--- config.mk ---
export PLATFORM = sky130hd
export DESIGN_NAME = sorted_date_table
export DESIGN_NICKNAME = d
export VERILOG_FILES = /design/src/sv/sdt_pkg.sv /design/src/sv/sdt_ram.sv /design/src/sv/sdt_datapath.sv /design/src/sv/sdt_controller.sv /design/src/sv/sorted_date_table.sv
export SDC_FILE = /design/constraint.sdc
export NUM_CORES = 2
export LEC_CHECK = 0
export ABC_CLOCK_PERIOD_IN_PS = 11300
export BUFFER_PORTS_ARGS = -buffer_cell sky130_fd_sc_hd__buf_4
export CAP_MARGIN = 10
export CELL_PAD_IN_SITES_DETAIL_PLACEMENT = 0
export CELL_PAD_IN_SITES_GLOBAL_PLACEMENT = 1
export CORE_UTILIZATION = 30
export CTS_BUF_LIST = sky130_fd_sc_hd__clkbuf_4 sky130_fd_sc_hd__clkbuf_8
export DETAILED_ROUTE_END_ITERATION = 16
export GPL_TIMING_DRIVEN = 0
export PLACE_DENSITY = 0.59
export SETUP_SLACK_MARGIN = 0.02
export SLEW_MARGIN = 20
export SYNTH_ARGS = -nofsm -noshare
export SYNTH_HDL_FRONTEND = slang
export SYNTH_HIERARCHICAL = 1
export SYNTH_SLANG_ARGS = --single-unit
--- constraint.sdc ---
create_clock -name i_clk -period 11.3 [get_ports i_clk]
set_input_delay 2.26 -clock i_clk [delete_from_list [all_inputs] [get_ports i_clk]]
set_output_delay 2.26 -clock i_clk [all_outputs]
set_load 0.02 [all_outputs]
--- src/sv/sdt_pkg.sv ---
`timescale 1ns / 1ps
// ----------------------------------------------------------------------------
// sdt_pkg: shared types and constants for the sorted date table
// Operation and status codes, the default table size, and the command and
// status bundles exchanged between the controller and the datapath.
// ----------------------------------------------------------------------------
package sdt_pkg;

    // Default number of table entries
    localparam int CAPACITY = 32;

    // Field widths of the stream payload
    localparam int OP_W     = 3;
    localparam int DATE_W   = 16;
    localparam int POS_W    = 6;
    localparam int PAY_W    = 16;
    localparam int STATUS_W = 2;
    localparam int IDX_W    = 6;
    localparam int REM_W    = 6;
    localparam int WORD_W   = DATE_W + PAY_W;

    // Operation codes
    localparam logic [OP_W-1:0] OP_INSERT     = 3'd0;
    localparam logic [OP_W-1:0] OP_READ_INDEX = 3'd1;
    localparam logic [OP_W-1:0] OP_FIND_DATE  = 3'd2;
    localparam logic [OP_W-1:0] OP_DEL_INDEX  = 3'd3;
    localparam logic [OP_W-1:0] OP_DEL_RANGE  = 3'd4;
    localparam logic [OP_W-1:0] OP_DEL_BEFORE = 3'd5;
    localparam logic [OP_W-1:0] OP_LIST_RANGE = 3'd6;

    // Status codes
    localparam logic [STATUS_W-1:0] ST_OK        = 2'd0;
    localparam logic [STATUS_W-1:0] ST_BAD_INDEX = 2'd1;
    localparam logic [STATUS_W-1:0] ST_FULL      = 2'd2;
    localparam logic [STATUS_W-1:0] ST_NO_MATCH  = 2'd3;

    // Controller to datapath commands
    typedef struct packed {
        logic load;   // request accepted: capture operands
        logic run;    // walk the table
        logic fin;    // deliver the closing result
    } t_ctrl_cmd;

    // Datapath to controller status
    typedef struct packed {
        logic scan_end;   // walk is complete
        logic out_free;   // output register can take a result
    } t_dp_stat;

endpackage

--- src/sv/sdt_ram.sv ---
`timescale 1ns / 1ps
// ----------------------------------------------------------------------------
// sdt_ram: generic simple dual-port RAM
// One write port and one read port with registered read data; the read
// data holds while the read enable is low.
// ----------------------------------------------------------------------------
module sdt_ram #(
    parameter int WIDTH = 32,
    parameter int DEPTH = 32
) (
    input  logic                     i_clk,
    input  logic                     i_we,
    input  logic [$clog2(DEPTH)-1:0] i_waddr,
    input  logic [WIDTH-1:0]         i_wdata,
    input  logic                     i_re,
    input  logic [$clog2(DEPTH)-1:0] i_raddr,
    output logic [WIDTH-1:0]         o_rdata
);

    logic [WIDTH-1:0] r_mem [DEPTH];
    logic [WIDTH-1:0] r_rdata;

    // Write port
    always_ff @(posedge i_clk) begin
        if (i_we) begin
            r_mem[i_waddr] <= i_wdata;
        end
    end

    // Registered read port
    always_ff @(posedge i_clk) begin
        if (i_re) begin
            r_rdata <= r_mem[i_raddr];
        end
    end

    assign o_rdata = r_rdata;

endmodule

--- src/sv/sdt_datapath.sv ---
`timescale 1ns / 1ps
// ----------------------------------------------------------------------------
// sdt_datapath: entry storage, table walk and result register
// Holds the entry RAM, the read and write pointers of the walk, the entry
// count, the pending entry and the output register. One entry is read per
// cycle unless a listed entry stalls; inserts shift up, deletes compact down.
// ----------------------------------------------------------------------------
module sdt_datapath #(
    parameter int CAPACITY = sdt_pkg::CAPACITY
) (
    input  logic                  i_clk,
    input  logic                  i_rst_n,
    input  sdt_pkg::t_ctrl_cmd    i_cmd,
    output sdt_pkg::t_dp_stat     o_stat,
    input  logic [55:0]           i_s_tdata,   // date_a, date_b, position, payload
    input  logic [2:0]            i_s_tuser,   // op
    output logic                  o_m_tvalid,
    input  logic                  i_m_tready,
    output logic [47:0]           o_m_tdata,   // status, result_index, removed_count,
                                               // entry_date, entry_payload
    output logic                  o_m_tlast    // last
);

    localparam int AW = $clog2(CAPACITY);
    localparam int CW = $clog2(CAPACITY + 1);
    localparam int DW = sdt_pkg::DATE_W;
    localparam int PW = sdt_pkg::PAY_W;
    localparam int WW = sdt_pkg::WORD_W;

    // Request fields
    logic [sdt_pkg::OP_W-1:0]  w_op;
    logic [DW-1:0]             w_da;
    logic [DW-1:0]             w_db;
    logic [sdt_pkg::POS_W-1:0] w_pos;
    logic [PW-1:0]             w_pay;

    assign w_op  = i_s_tuser[2:0];
    assign w_da  = i_s_tdata[15:0];
    assign w_db  = i_s_tdata[31:16];
    assign w_pos = i_s_tdata[37:32];
    assign w_pay = i_s_tdata[53:38];

    // Operand registers
    logic [sdt_pkg::OP_W-1:0]     r_op;
    logic [DW-1:0]                r_da;
    logic [DW-1:0]                r_lo;
    logic [DW-1:0]                r_hi;
    logic [sdt_pkg::POS_W-1:0]    r_pos;
    logic [PW-1:0]                r_pay;
    logic                         r_imm;
    logic [sdt_pkg::STATUS_W-1:0] r_ist;

    // Walk state
    logic [CW-1:0] r_count;
    logic [CW-1:0] r_rd;
    logic [CW-1:0] r_wr;
    logic [CW-1:0] r_rem;
    logic [AW-1:0] r_didx;
    logic [AW-1:0] r_ridx;
    logic          r_dv;
    logic          r_hit;

    // Pending entry (found, read or listed)
    logic          r_pv;
    logic [AW-1:0] r_pidx;
    logic [DW-1:0] r_pdate;
    logic [PW-1:0] r_ppay;

    // Output register
    logic                         r_ov;
    logic [sdt_pkg::STATUS_W-1:0] r_ost;
    logic [sdt_pkg::IDX_W-1:0]    r_oidx;
    logic [sdt_pkg::REM_W-1:0]    r_orem;
    logic [DW-1:0]                r_odate;
    logic [PW-1:0]                r_opay;
    logic                         r_olast;

    // RAM ports
    logic          w_we;
    logic [AW-1:0] w_waddr;
    logic [WW-1:0] w_wdata;
    logic          w_re;
    logic [AW-1:0] w_raddr;
    logic [WW-1:0] w_q;

    // Decoded walk signals
    logic          w_is_ins;
    logic          w_is_look;
    logic          w_is_pack;
    logic          w_is_list;
    logic          w_rd_avail;
    logic [DW-1:0] w_d_date;
    logic [PW-1:0] w_d_pay;
    logic          w_in_rng;
    logic          w_eval;
    logic          w_out_free;
    logic          w_mid;
    logic          w_stall;
    logic          w_hit_now;
    logic          w_remove;
    logic          w_fin_fire;
    logic [CW-1:0] w_didx_inc;

    // Load-time operand values
    logic [DW-1:0]                n_lo;
    logic [DW-1:0]                n_hi;
    logic                         n_imm;
    logic [sdt_pkg::STATUS_W-1:0] n_ist;
    logic [CW-1:0]                n_rd;

    // Closing result values
    logic [sdt_pkg::STATUS_W-1:0] n_ost;
    logic [sdt_pkg::IDX_W-1:0]    n_oidx;
    logic [sdt_pkg::REM_W-1:0]    n_orem;
    logic [DW-1:0]                n_odate;
    logic [PW-1:0]                n_opay;

    sdt_ram #(
        .WIDTH (WW),
        .DEPTH (CAPACITY)
    ) u_ram (
        .i_clk   (i_clk),
        .i_we    (w_we),
        .i_waddr (w_waddr),
        .i_wdata (w_wdata),
        .i_re    (w_re),
        .i_raddr (w_raddr),
        .o_rdata (w_q)
    );

    // Decode operation class
    assign w_is_ins  = (r_op == sdt_pkg::OP_INSERT);
    assign w_is_look = (r_op == sdt_pkg::OP_READ_INDEX) || (r_op == sdt_pkg::OP_FIND_DATE);
    assign w_is_pack = (r_op == sdt_pkg::OP_DEL_INDEX) || (r_op == sdt_pkg::OP_DEL_RANGE)
                       || (r_op == sdt_pkg::OP_DEL_BEFORE);
    assign w_is_list = (r_op == sdt_pkg::OP_LIST_RANGE);

    assign w_d_date = w_q[WW-1:PW];
    assign w_d_pay  = w_q[PW-1:0];
    assign w_in_rng = (w_d_date >= r_lo) && (w_d_date <= r_hi);

    // Inserts walk down from the top entry, all others walk up
    assign w_rd_avail = w_is_ins ? (r_rd != '0) : (r_rd < r_count);
    assign w_raddr    = w_is_ins ? AW'(r_rd - CW'(1)) : AW'(r_rd);
    assign w_didx_inc = CW'(r_didx) + CW'(1);

    assign w_out_free = !r_ov || i_m_tready;
    assign w_eval     = i_cmd.run && !r_imm && r_dv && !r_hit;
    assign w_mid      = w_eval && w_is_list && w_in_rng && r_pv;
    assign w_stall    = w_mid && !w_out_free;
    assign w_remove   = (r_op == sdt_pkg::OP_DEL_INDEX) ? (r_pos == sdt_pkg::POS_W'(r_didx))
                                                        : w_in_rng;

    always_comb begin
        w_hit_now = 1'b0;
        if (w_eval) begin
            if (w_is_ins) begin
                w_hit_now = (w_d_date < r_da);
            end else if (r_op == sdt_pkg::OP_FIND_DATE) begin
                w_hit_now = (w_d_date == r_da);
            end else if (r_op == sdt_pkg::OP_READ_INDEX) begin
                w_hit_now = 1'b1;
            end
        end
    end

    assign w_re = i_cmd.run && !r_imm && !r_hit && !w_hit_now && !w_stall && w_rd_avail;

    assign w_fin_fire = i_cmd.fin && w_out_free;

    assign o_stat.scan_end = r_imm || r_hit || (!w_rd_avail && !r_dv);
    assign o_stat.out_free = w_out_free;

    // Write port: shift, compact or place the new entry
    always_comb begin
        w_we    = 1'b0;
        w_waddr = '0;
        w_wdata = w_q;
        if (w_eval && w_is_ins) begin
            w_we    = 1'b1;
            w_waddr = AW'(w_didx_inc);
            w_wdata = (w_d_date >= r_da) ? w_q : {r_da, r_pay};
        end else if (w_eval && w_is_pack && !w_remove) begin
            w_we    = 1'b1;
            w_waddr = AW'(r_wr);
        end else if (i_cmd.fin && w_is_ins && !r_imm && !r_hit) begin
            w_we    = 1'b1;
            w_waddr = '0;
            w_wdata = {r_da, r_pay};
        end
    end

    // Operand setup from the request
    always_comb begin
        n_lo  = (w_da < w_db) ? w_da : w_db;
        n_hi  = (w_da < w_db) ? w_db : w_da;
        n_imm = 1'b0;
        n_ist = sdt_pkg::ST_OK;
        n_rd  = '0;
        case (w_op)
            sdt_pkg::OP_INSERT: begin
                n_rd = r_count;
                if (r_count == CW'(CAPACITY)) begin
                    n_imm = 1'b1;
                    n_ist = sdt_pkg::ST_FULL;
                end
            end
            sdt_pkg::OP_READ_INDEX: begin
                n_rd = CW'(w_pos);
                if (w_pos >= r_count) begin
                    n_imm = 1'b1;
                    n_ist = sdt_pkg::ST_BAD_INDEX;
                end
            end
            sdt_pkg::OP_DEL_INDEX: begin
                if (w_pos >= r_count) begin
                    n_imm = 1'b1;
                    n_ist = sdt_pkg::ST_BAD_INDEX;
                end
            end
            sdt_pkg::OP_DEL_BEFORE: begin
                n_lo = '0;
                n_hi = w_da - DW'(1);
                if (w_da == '0) begin
                    n_imm = 1'b1;
                end
            end
            sdt_pkg::OP_FIND_DATE, sdt_pkg::OP_DEL_RANGE, sdt_pkg::OP_LIST_RANGE: begin
                n_imm = 1'b0;
            end
            default: begin
                n_imm = 1'b1;
                n_ist = sdt_pkg::ST_NO_MATCH;
            end
        endcase
    end

    // Closing result
    always_comb begin
        n_ost   = sdt_pkg::ST_OK;
        n_oidx  = '0;
        n_orem  = '0;
        n_odate = '0;
        n_opay  = '0;
        if (r_imm) begin
            n_ost = r_ist;
        end else if (w_is_ins) begin
            n_oidx = r_hit ? sdt_pkg::IDX_W'(r_ridx) : '0;
        end else if (w_is_pack) begin
            n_orem = sdt_pkg::REM_W'(r_rem);
        end else if (r_pv) begin
            n_oidx  = sdt_pkg::IDX_W'(r_pidx);
            n_odate = r_pdate;
            n_opay  = r_ppay;
        end else begin
            n_ost = sdt_pkg::ST_NO_MATCH;
        end
    end

    // Capture operands
    always_ff @(posedge i_clk) begin
        if (i_cmd.load) begin
            r_op  <= w_op;
            r_da  <= w_da;
            r_lo  <= n_lo;
            r_hi  <= n_hi;
            r_pos <= w_pos;
            r_pay <= w_pay;
            r_imm <= n_imm;
            r_ist <= n_ist;
        end
    end

    // Advance the walk pointers and counters
    always_ff @(posedge i_clk) begin
        if (i_cmd.load) begin
            r_rd  <= n_rd;
            r_wr  <= '0;
            r_rem <= '0;
        end else begin
            if (w_re) begin
                r_rd   <= w_is_ins ? (r_rd - CW'(1)) : (r_rd + CW'(1));
                r_didx <= w_raddr;
            end
            if (w_eval && w_is_pack) begin
                if (w_remove) begin
                    r_rem <= r_rem + CW'(1);
                end else begin
                    r_wr <= r_wr + CW'(1);
                end
            end
            if (w_hit_now && w_is_ins) begin
                r_ridx <= AW'(w_didx_inc);
            end
        end
    end

    // Walk control flags
    always_ff @(posedge i_clk) begin
        if (!i_rst_n) begin
            r_dv  <= 1'b0;
            r_hit <= 1'b0;
        end else if (i_cmd.load) begin
            r_dv  <= 1'b0;
            r_hit <= 1'b0;
        end else begin
            if (!w_stall) begin
                r_dv <= w_re;
            end
            if (w_hit_now) begin
                r_hit <= 1'b1;
            end
        end
    end

    // Hold the pending entry
    always_ff @(posedge i_clk) begin
        if (!i_rst_n) begin
            r_pv <= 1'b0;
        end else if (i_cmd.load) begin
            r_pv <= 1'b0;
        end else if ((w_hit_now && w_is_look) ||
                     (w_eval && w_is_list && w_in_rng && !w_stall)) begin
            r_pv <= 1'b1;
        end
    end

    always_ff @(posedge i_clk) begin
        if ((w_hit_now && w_is_look) || (w_eval && w_is_list && w_in_rng && !w_stall)) begin
            r_pidx  <= r_didx;
            r_pdate <= w_d_date;
            r_ppay  <= w_d_pay;
        end
    end

    // Update the entry count when the request closes
    always_ff @(posedge i_clk) begin
        if (!i_rst_n) begin
            r_count <= '0;
        end else if (w_fin_fire && !r_imm) begin
            if (w_is_ins) begin
                r_count <= r_count + CW'(1);
            end else if (w_is_pack) begin
                r_count <= r_wr;
            end
        end
    end

    // Output register valid
    always_ff @(posedge i_clk) begin
        if (!i_rst_n) begin
            r_ov <= 1'b0;
        end else if ((w_mid && w_out_free) || w_fin_fire) begin
            r_ov <= 1'b1;
        end else if (i_m_tready) begin
            r_ov <= 1'b0;
        end
    end

    // Output register payload: earlier listed entry or closing result
    always_ff @(posedge i_clk) begin
        if (w_mid && w_out_free) begin
            r_ost   <= sdt_pkg::ST_OK;
            r_oidx  <= sdt_pkg::IDX_W'(r_pidx);
            r_orem  <= '0;
            r_odate <= r_pdate;
            r_opay  <= r_ppay;
            r_olast <= 1'b0;
        end else if (w_fin_fire) begin
            r_ost   <= n_ost;
            r_oidx  <= n_oidx;
            r_orem  <= n_orem;
            r_odate <= n_odate;
            r_opay  <= n_opay;
            r_olast <= 1'b1;
        end
    end

    assign o_m_tvalid = r_ov;
    assign o_m_tdata  = {2'b00, r_opay, r_odate, r_orem, r_oidx, r_ost};
    assign o_m_tlast  = r_olast;

endmodule

--- src/sv/sdt_controller.sv ---
`timescale 1ns / 1ps
// ----------------------------------------------------------------------------
// sdt_controller: request sequencer for the sorted date table
// Accepts a request when idle, runs the table walk until the datapath
// reports its end, then waits to deliver the closing result.
// ----------------------------------------------------------------------------
module sdt_controller (
    input  logic               i_clk,
    input  logic               i_rst_n,
    input  logic               i_s_tvalid,
    output logic               o_s_tready,
    output sdt_pkg::t_ctrl_cmd o_cmd,
    input  sdt_pkg::t_dp_stat  i_stat
);

    localparam logic [1:0] S_IDLE = 2'd0;
    localparam logic [1:0] S_RUN  = 2'd1;
    localparam logic [1:0] S_FIN  = 2'd2;

    logic [1:0] r_state;
    logic [1:0] n_state;
    logic       w_accept;

    assign o_s_tready = (r_state == S_IDLE);
    assign w_accept   = i_s_tvalid && o_s_tready;

    assign o_cmd.load = w_accept;
    assign o_cmd.run  = (r_state == S_RUN);
    assign o_cmd.fin  = (r_state == S_FIN);

    // Next state
    always_comb begin
        n_state = r_state;
        case (r_state)
            S_IDLE: begin
                if (w_accept) begin
                    n_state = S_RUN;
                end
            end
            S_RUN: begin
                if (i_stat.scan_end) begin
                    n_state = S_FIN;
                end
            end
            S_FIN: begin
                if (i_stat.out_free) begin
                    n_state = S_IDLE;
                end
            end
            default: begin
                n_state = S_IDLE;
            end
        endcase
    end

    // State register
    always_ff @(posedge i_clk) begin
        if (!i_rst_n) begin
            r_state <= S_IDLE;
        end else begin
            r_state <= n_state;
        end
    end

endmodule

--- src/sv/sorted_date_table.sv ---
`timescale 1ns / 1ps
// Walk: inserts walk down the entries above the new one, finds stop at the
// first hit, deletes and lists walk all entry_count entries.
// Throughput: one request at a time, paced by the single RAM read port that
// reads one entry per cycle; a listed entry stalls while the output is held.
// Reset: synchronous, active low; empties the table, no clearing pass.
// ----------------------------------------------------------------------------
// sorted_date_table: date-sorted entry table with insert, lookup and deletes
// Keeps entries ordered by date key with a payload handle each, and answers
// insert, read, find, delete and list requests over streaming ports.
// ----------------------------------------------------------------------------
module sorted_date_table #(
    parameter int CAPACITY = sdt_pkg::CAPACITY
) (
    input  logic        i_clk,
    input  logic        i_rst_n,
    input  logic        i_s_tvalid,
    output logic        o_s_tready,
    input  logic [55:0] i_s_tdata,   // date_a, date_b, position, payload
    input  logic [2:0]  i_s_tuser,   // op
    output logic        o_m_tvalid,
    input  logic        i_m_tready,
    output logic [47:0] o_m_tdata,   // status, result_index, removed_count,
                                     // entry_date, entry_payload
    output logic        o_m_tlast    // last
);

    sdt_pkg::t_ctrl_cmd w_cmd;
    sdt_pkg::t_dp_stat  w_stat;

    sdt_controller u_ctrl (
        .i_clk      (i_clk),
        .i_rst_n    (i_rst_n),
        .i_s_tvalid (i_s_tvalid),
        .o_s_tready (o_s_tready),
        .o_cmd      (w_cmd),
        .i_stat     (w_stat)
    );

    sdt_datapath #(
        .CAPACITY (CAPACITY)
    ) u_dp (
        .i_clk      (i_clk),
        .i_rst_n    (i_rst_n),
        .i_cmd      (w_cmd),
        .o_stat     (w_stat),
        .i_s_tdata  (i_s_tdata),
        .i_s_tuser  (i_s_tuser),
        .o_m_tvalid (o_m_tvalid),
        .i_m_tready (i_m_tready),
        .o_m_tdata  (o_m_tdata),
        .o_m_tlast  (o_m_tlast)
    );

endmodule
== Yosys cells after proc, flatten, opt, wreduce, memory -nomap -nowiden ==
Memory sizes are Yosys's and may differ from the RTL's. A register that Yosys moved wholly into a read port is not among the register bits.
Index checks and enable logic that the tools add are counted.

* Flip-flop bits (word level): 200
* Memory bits (writable): 1,024
* Input bits: 63
* Output and inout port bits: 51
* Word-level logic and storage cells: 195
* Memories: 1

{| class="wikitable"
|+ Memory list
! memory !! words !! bits a word !! rd ports !! clocked after memory_dff !! write ports !! RTL line !! text
|-
| u_dp.u_ram.r_mem || 32 || 32 || 1 || 1 || 1 || sdt_ram.sv:20 || <nowiki>logic [WIDTH-1:0] r_mem [DEPTH];</nowiki>
|}

* $add $sub $neg: 7
* Order comparisons: 7
* Equality and inequality tests: 20
* Multiplexer cells: 66
* Bitwise logic cells: 3
* Reduce and logical (&&, ||, !) cells: 62

{| class="wikitable"
|+ Operators by type and width
! cell !! count
|-
| 2-to-1 mux 16 bit || 15
|-
| 2-to-1 mux 32 bit || 4
|-
| 2-to-1 mux 6 bit || 11
|-
| 2-to-1 mux 5 bit || 7
|-
| greater-or-equal comparator 16 bit || 2
|-
| less-than comparator 16 bit || 2
|-
| logical AND 1 bit || 26
|-
| adder 6 x 1 -> 6 bit (second input constant) || 4
|-
| equality test 3 bit (second input constant) || 6
|-
| 2-to-1 mux 1 bit || 17
|-
| equality test 16 bit || 1
|-
| <= comparator 16 bit || 1
|-
| logical NOT 16 bit || 1
|-
| 2-to-1 mux 2 bit || 8
|-
| subtractor 16 x 1 -> 16 bit (second input constant) || 1
|-
| equality test 3 x 2 -> 1 bit (second input constant) || 4
|-
| one-hot mux 2 bit (3 select lines) || 2
|-
| one-hot mux 6 bit (2 select lines) || 1
|-
| AND reduction 2 bit || 5
|-
| logical NOT 1 bit || 9
|-
| logical OR 1 bit || 8
|-
| nonzero test 2 bit || 4
|-
| equality test 3 x 1 -> 1 bit (second input constant) || 2
|-
| equality test 6 x 5 -> 1 bit || 1
|-
| other kinds (17) || 23
|}

== Longest topological paths before layout ==
* Depth after elaboration: 13
* Gate-level depth with buffers: 13
* Gate-level depth less buffers: 12

== Modules after synthesis ==
The synthesis kept the hierarchy.

{| class="wikitable"
|+ By module, submodules not included
! module !! instances !! cells each !! area each (um^2) !! sequential area each (um^2)
|-
| sdt_ram || 1 || 2,260 || 40,812.9 || 31,710.4
|-
| sdt_datapath || 1 || 913 || 10,392.5 || 5,605.4
|-
| sdt_controller || 1 || 13 || 118.9 || 40.0
|}

== Worst setup path after synthesis ==
OpenSTA, ideal clock, no wires.

* Path type: input -> register
* Start point: input port i_m_tready
* End point: register u_dp.r_pdate[0], enable pin
* Setup time: 0.483 ns
* Arrival: 5.077 ns
* Data required time: 10.817 ns
* Setup slack: 5.741 ns
* Stages: 4
* Buffers on the path: 0
* Cell sequence: nor2b_1 > inv_1 > nor2_1 > o21ai_0

* Word-level cells in the longest chain between the ends: 6

{| class="wikitable"
|+ Ends and longest elaborated chain
! item !! RTL line !! text
|-
| start: declaration || sorted_date_table.sv:22 || <nowiki>input logic i_m_tready,</nowiki>
|-
| logical OR 1 bit || sdt_datapath.sv:147 || <nowiki>assign w_out_free = !r_ov || i_m_tready;</nowiki>
|-
| named net u_dp.w_out_free || sdt_datapath.sv:96 || <nowiki>logic w_out_free;</nowiki>
|-
| logical NOT 1 bit || sdt_datapath.sv:150 || <nowiki>assign w_stall = w_mid && !w_out_free;</nowiki>
|-
| logical AND 1 bit || sdt_datapath.sv:150 ||
|-
| logical NOT 1 bit || sdt_datapath.sv:329 || <nowiki>if ((w_hit_now && w_is_look) || (w_eval && w_is_list && w_in_rng && !w_stall)) begin</nowiki>
|-
| logical AND 1 bit || sdt_datapath.sv:329 ||
|-
| logical OR 1 bit || sdt_datapath.sv:329 ||
|-
| end signal: assignment || sdt_datapath.sv:331 || <nowiki>r_pdate <= w_d_date;</nowiki>
|-
| end: declaration || sdt_datapath.sv:66 || <nowiki>logic [DW-1:0] r_pdate;</nowiki>
|}

The timed path passes the listed nets, and every way through them passes these cells.
A chain may end at the register's enable or synchronous reset.

== Worst setup path after layout ==
* Start point: register u_dp.u_ram.r_rdata[21] (netlist: u_dp/u_ram/o_rdata[21]) (read register of u_dp.u_ram.r_mem)
* End point: memory u_dp.u_ram.r_mem[9][23], enable pin

* Elaborated cells on any way between the ends: 12
* Those cells by class: 2 x order compare; 7 x mux; 3 x reduce/logical

{| class="wikitable"
|+ RTL lines
! item !! RTL line !! text
|-
| start: declaration || sdt_ram.sv:21 || <nowiki>logic [WIDTH-1:0] r_rdata;</nowiki>
|-
| greater-or-equal comparator 16 bit / <= comparator 16 bit (equally long branches) || sdt_datapath.sv:140 || <nowiki>assign w_in_rng = (w_d_date >= r_lo) && (w_d_date <= r_hi);</nowiki>
|-
| logical AND 1 bit (*) || sdt_datapath.sv:140 ||
|-
| 2-to-1 mux 1 bit (*) || sdt_datapath.sv:151 || <nowiki>assign w_remove = (r_op == sdt_pkg::OP_DEL_INDEX) ? (r_pos == sdt_pkg::POS_W'(r_didx))</nowiki>
|-
| logical NOT 1 bit (*) || sdt_datapath.sv:183 || <nowiki>end else if (w_eval && w_is_pack && !w_remove) begin</nowiki>
|-
| logical AND 1 bit (*) || sdt_datapath.sv:183 ||
|-
| 2-to-1 mux 5 bit (*) || sdt_datapath.sv:183 ||
|-
| 2-to-1 mux 5 bit (*) || sdt_datapath.sv:179 || <nowiki>if (w_eval && w_is_ins) begin</nowiki>
|-
| named net u_dp.w_waddr[1] || sdt_datapath.sv:80 || <nowiki>logic [AW-1:0] w_waddr;</nowiki>
|-
| end: declaration || sdt_ram.sv:20 ||
|}

The timed path passes the listed nets; every way through them passes the cells marked *.

==> results.cfg <==
[power]
p_seq_share_pct = 49.3
finalPower_mw = 10.6
p_leak_nw = 21.1
power.share.clock_pct = 37.0
switching_share_pct = 26.1
comb_power_share_pct = 13.7
power.internal_mw = 7.80
ir_worst_vdd_mv = 0.0941
p_per_area_nw_per_um2 = 175
net-switching-power_mw = 2.75

[floorplan]
start_util_pct = 30.3
die_area_um2 = 173000
io-pin-count = 114
fp-row-count = 151
fp.coreArea_um2 = 170000
fp.dieH_um = 416
dieWidth_um = 416

[synthesis]
synth_most_common_cell = edfxtp_1
synth_cell_types = 70
synthSimpleGateAreaFrac_pct = 5.25
synth_top_area_share_pct = 71.5
synth-seq-area-share_pct = 72.8
synth.cell_area_um2 = 51300
muxShareOfSynthArea_pct = 10.8
synthArstFlopShare_pct = 0
synth_top_cell_by_area = edfxtp_1
netlist_top_cells_area = edfxtp_1 71%, mux2i_1 10%, ha_1 2.0%, a22oi_1 1.4%, a22o_1 1.4%
ys_warn_count = 6
postSynthAreaPerCell_um2 = 16.1
synth_compound_area_share_pct = 6.36
synth_top_family_by_area = multiplexers
synth_common_cells = 1222 x edfxtp_1, 516 x mux2i_1, 145 x nand2_1
synth-main-ff-cell = edfxtp_1
yosys_register_bits = 1255
synthCells = 3186
synth_xor_area_share_pct = 0.375
synth_fa_ha_area_share_pct = 2.02
synth_edf_count = 1222

[sta]
worst_slack_ns = 5.77
finalHoldViolCount = 0
drv_slew = 0
hold_ws_ns = 0.449
clock.fmax_mhz = 181
max_slew_margin_pct = 22.7
worst_slew_pin_slew_ns = 1.16
final.setup.tns_ns = 0
setup_viol = 0
finalCritPeriodShare_pct = 48.9
skew_ns = 0.0447
grt_setup_unrepaired = no
finalCriticalPeriod_ns = 5.53

[clocking]
cts_inserted_buffers = 207
post_cts_resize_count = 0
cts.sinks = 1255
clock_latency_ns = 0.91
cts_tree = built
cts_buffer_depth = 3
cts_hold_buf = 0
root_buffer = clkbuf_8
cts_max_level = 4
cts.clk_slew.worst_paths_ns = 0.06
post_cts_buffers = 0

[grt]
grt_pass1_vias = 28711
overflow = 0
grt_start_max_net_pins = 82
grt_pass1_wl_um = 198000
antenna_found_initial = 12
track_usage_pct = 15.7

[worst_setup_path]
reg2reg_slack_ns = 5.77
cp-start-kind = flop
end_kind = flop
required_ns = 11.89
arrival_ns = 6.11
crit_path_max_fanout = 17
crit_type = reg2reg

[layout]
final_util_pct = 35.4
multi_input_area_um2 = 13000
fillerInstances = 16199
regArea_um2 = 37400
syn2layout_area_growth_pct = 17.1
nets = 3690
drive_above_1_share_pct = 17.9

[drt]
viasPerCell = 4.84
vias = 28717
avgRoutedWirePerCell_um = 23.2
dr.first_iter.drc_count = 2143
post-route-drc-count = 0
ant_nets = 0
wl_um = 138000
dr.pass1.iters = 5

[run]
drv_cap = 0

[place]
place_congestion = 0.807
preCtsSetupSlack_ns = 5.76
dp.final_hpwl_um = 93100
portBuffers = 108

[status]
outcome = finished clean

[min_path]
hold_class = reg2reg
-- cell type report --
cell class                 instances  share of cell area, %
sequential                      1255                   62.1
timing repair buffer             147                   2.77
inverter                          85                  0.531
buffer                           162                   1.54
clock buffer                     309                   6.13
multi-input combinational       1686                   21.6
clock inverter                    68                  0.626
tap                             2218                   4.62
antenna                            4                 0.0166
-- placed cells by master (no fill, tap or decap), types with 40 or more instances in the layout --
cell	synthesis	layout
mux2i_1	516	516
a31oi_1	40	40
a21oi_1	139	139
o21ai_0	48	47
nand2_1	145	145
buf_4	39	146
clkbuf_1	62	60
nor3_1	54	52
edfxtp_1	1222	1222
ha_1	83	83
nand3_1	137	137
a22o_1	82	82
a22oi_1	96	96
nor2_1	73	41
and2_1	42	42
clkbuf_8	0	218
clkinv_1	0	45
clkbuf_4	2	93
inv_1	85	83
-- power groups by stage --
stage,registers (mW),logic [mW],clock network [mW]
floorplan,5.29,0.876,0
global placement,5.30,1.45,0
detailed placement,5.30,1.46,0
CTS,5.20,1.46,4.02
global route,5.20,1.55,4.22
finish,5.20,1.45,3.90
-- final timing paths --
kind / startpoint / to / cells after the start
worst max-delay path: u_dp/u_ram/o_rdata[21]$_DFFE_PP_ / u_dp/u_ram/r_mem[9][23]$_DFFE_PP_ / 11
worst min-delay path: u_dp/u_ram/o_rdata[9]$_DFFE_PP_ / u_dp/r_ppay[9]$_DFFE_PP_ / 0
worst max register to register: u_dp/u_ram/o_rdata[21]$_DFFE_PP_ / u_dp/u_ram/r_mem[9][23]$_DFFE_PP_ / 11
worst min register to register: u_dp/u_ram/o_rdata[9]$_DFFE_PP_ / u_dp/r_ppay[9]$_DFFE_PP_ / 0
-- sequential cells by signal, indices dropped and copies added (netlist names), 5 cells and up --
| register | flops |
|---|---|
| u_dp/u_ram/r_mem | 1024 |
| u_dp/r_orem | 6 |
| u_dp/r_da | 16 |
| u_dp/r_rd | 6 |
| u_dp/r_ppay | 16 |
| u_dp/r_ridx | 5 |
| u_dp/r_pos | 6 |
| u_dp/r_pdate | 16 |
| u_dp/r_rem | 6 |
| u_dp/r_opay | 16 |
| u_dp/r_wr | 6 |
| u_dp/r_count | 6 |
| u_dp/r_hi | 16 |
| u_dp/r_odate | 16 |
| u_dp/r_pidx | 5 |
| u_dp/r_lo | 16 |
| u_dp/r_pay | 16 |
| u_dp/r_oidx | 5 |
| u_dp/u_ram/o_rdata | 32 |
| u_dp/r_didx | 5 |
-- per-layer routing --
layer / global-route usage (%) / share of wire (%) / vias up
li1: - / - / 13193
met1: 20.9 / 44 / 14589
met2: 26.1 / 49 / 752
met3: 2.80 / 5.4 / 183
met4: 4.39 / 1.9 / 0
met5: 0 / 0 / -
-- worst max-delay path, stage by stage (launching register included) --
cell and delay (ns):
edfxtp_1 0.53, ha_1 0.35, a21oi_1 0.15, o21ai_0 0.15, a221oi_1 0.43, o211ai_1 0.29
a221oi_2 0.70, nor2_2 0.23, a22o_1 0.29, nand3b_1 0.85, nor2_4 0.91, buf_12 0.26
-- metrics by stage --
stage | area (µm²) | instances
3_3_place_gp | 54900 | 5514
2_1_floorplan | 51300 | 3188
3_5_place_dp | 56100 | 5553
6_report | 60100 | 5934
5_1_grt | 60100 | 5931
4_1_cts | 60100 | 5930
-- kinds of logic (layout without fill, tap and decap cells) --
kind of cell,Yosys count,count (layout)
flops,1255,1255
mux,549,549
simple gates,547,547
compound gates,482,482
buf+inv,247,771
fa+ha+maj,83,83
xor+xnor,22,22
other cells,1,7
Note: power is estimated with default switching activity, not from simulation.
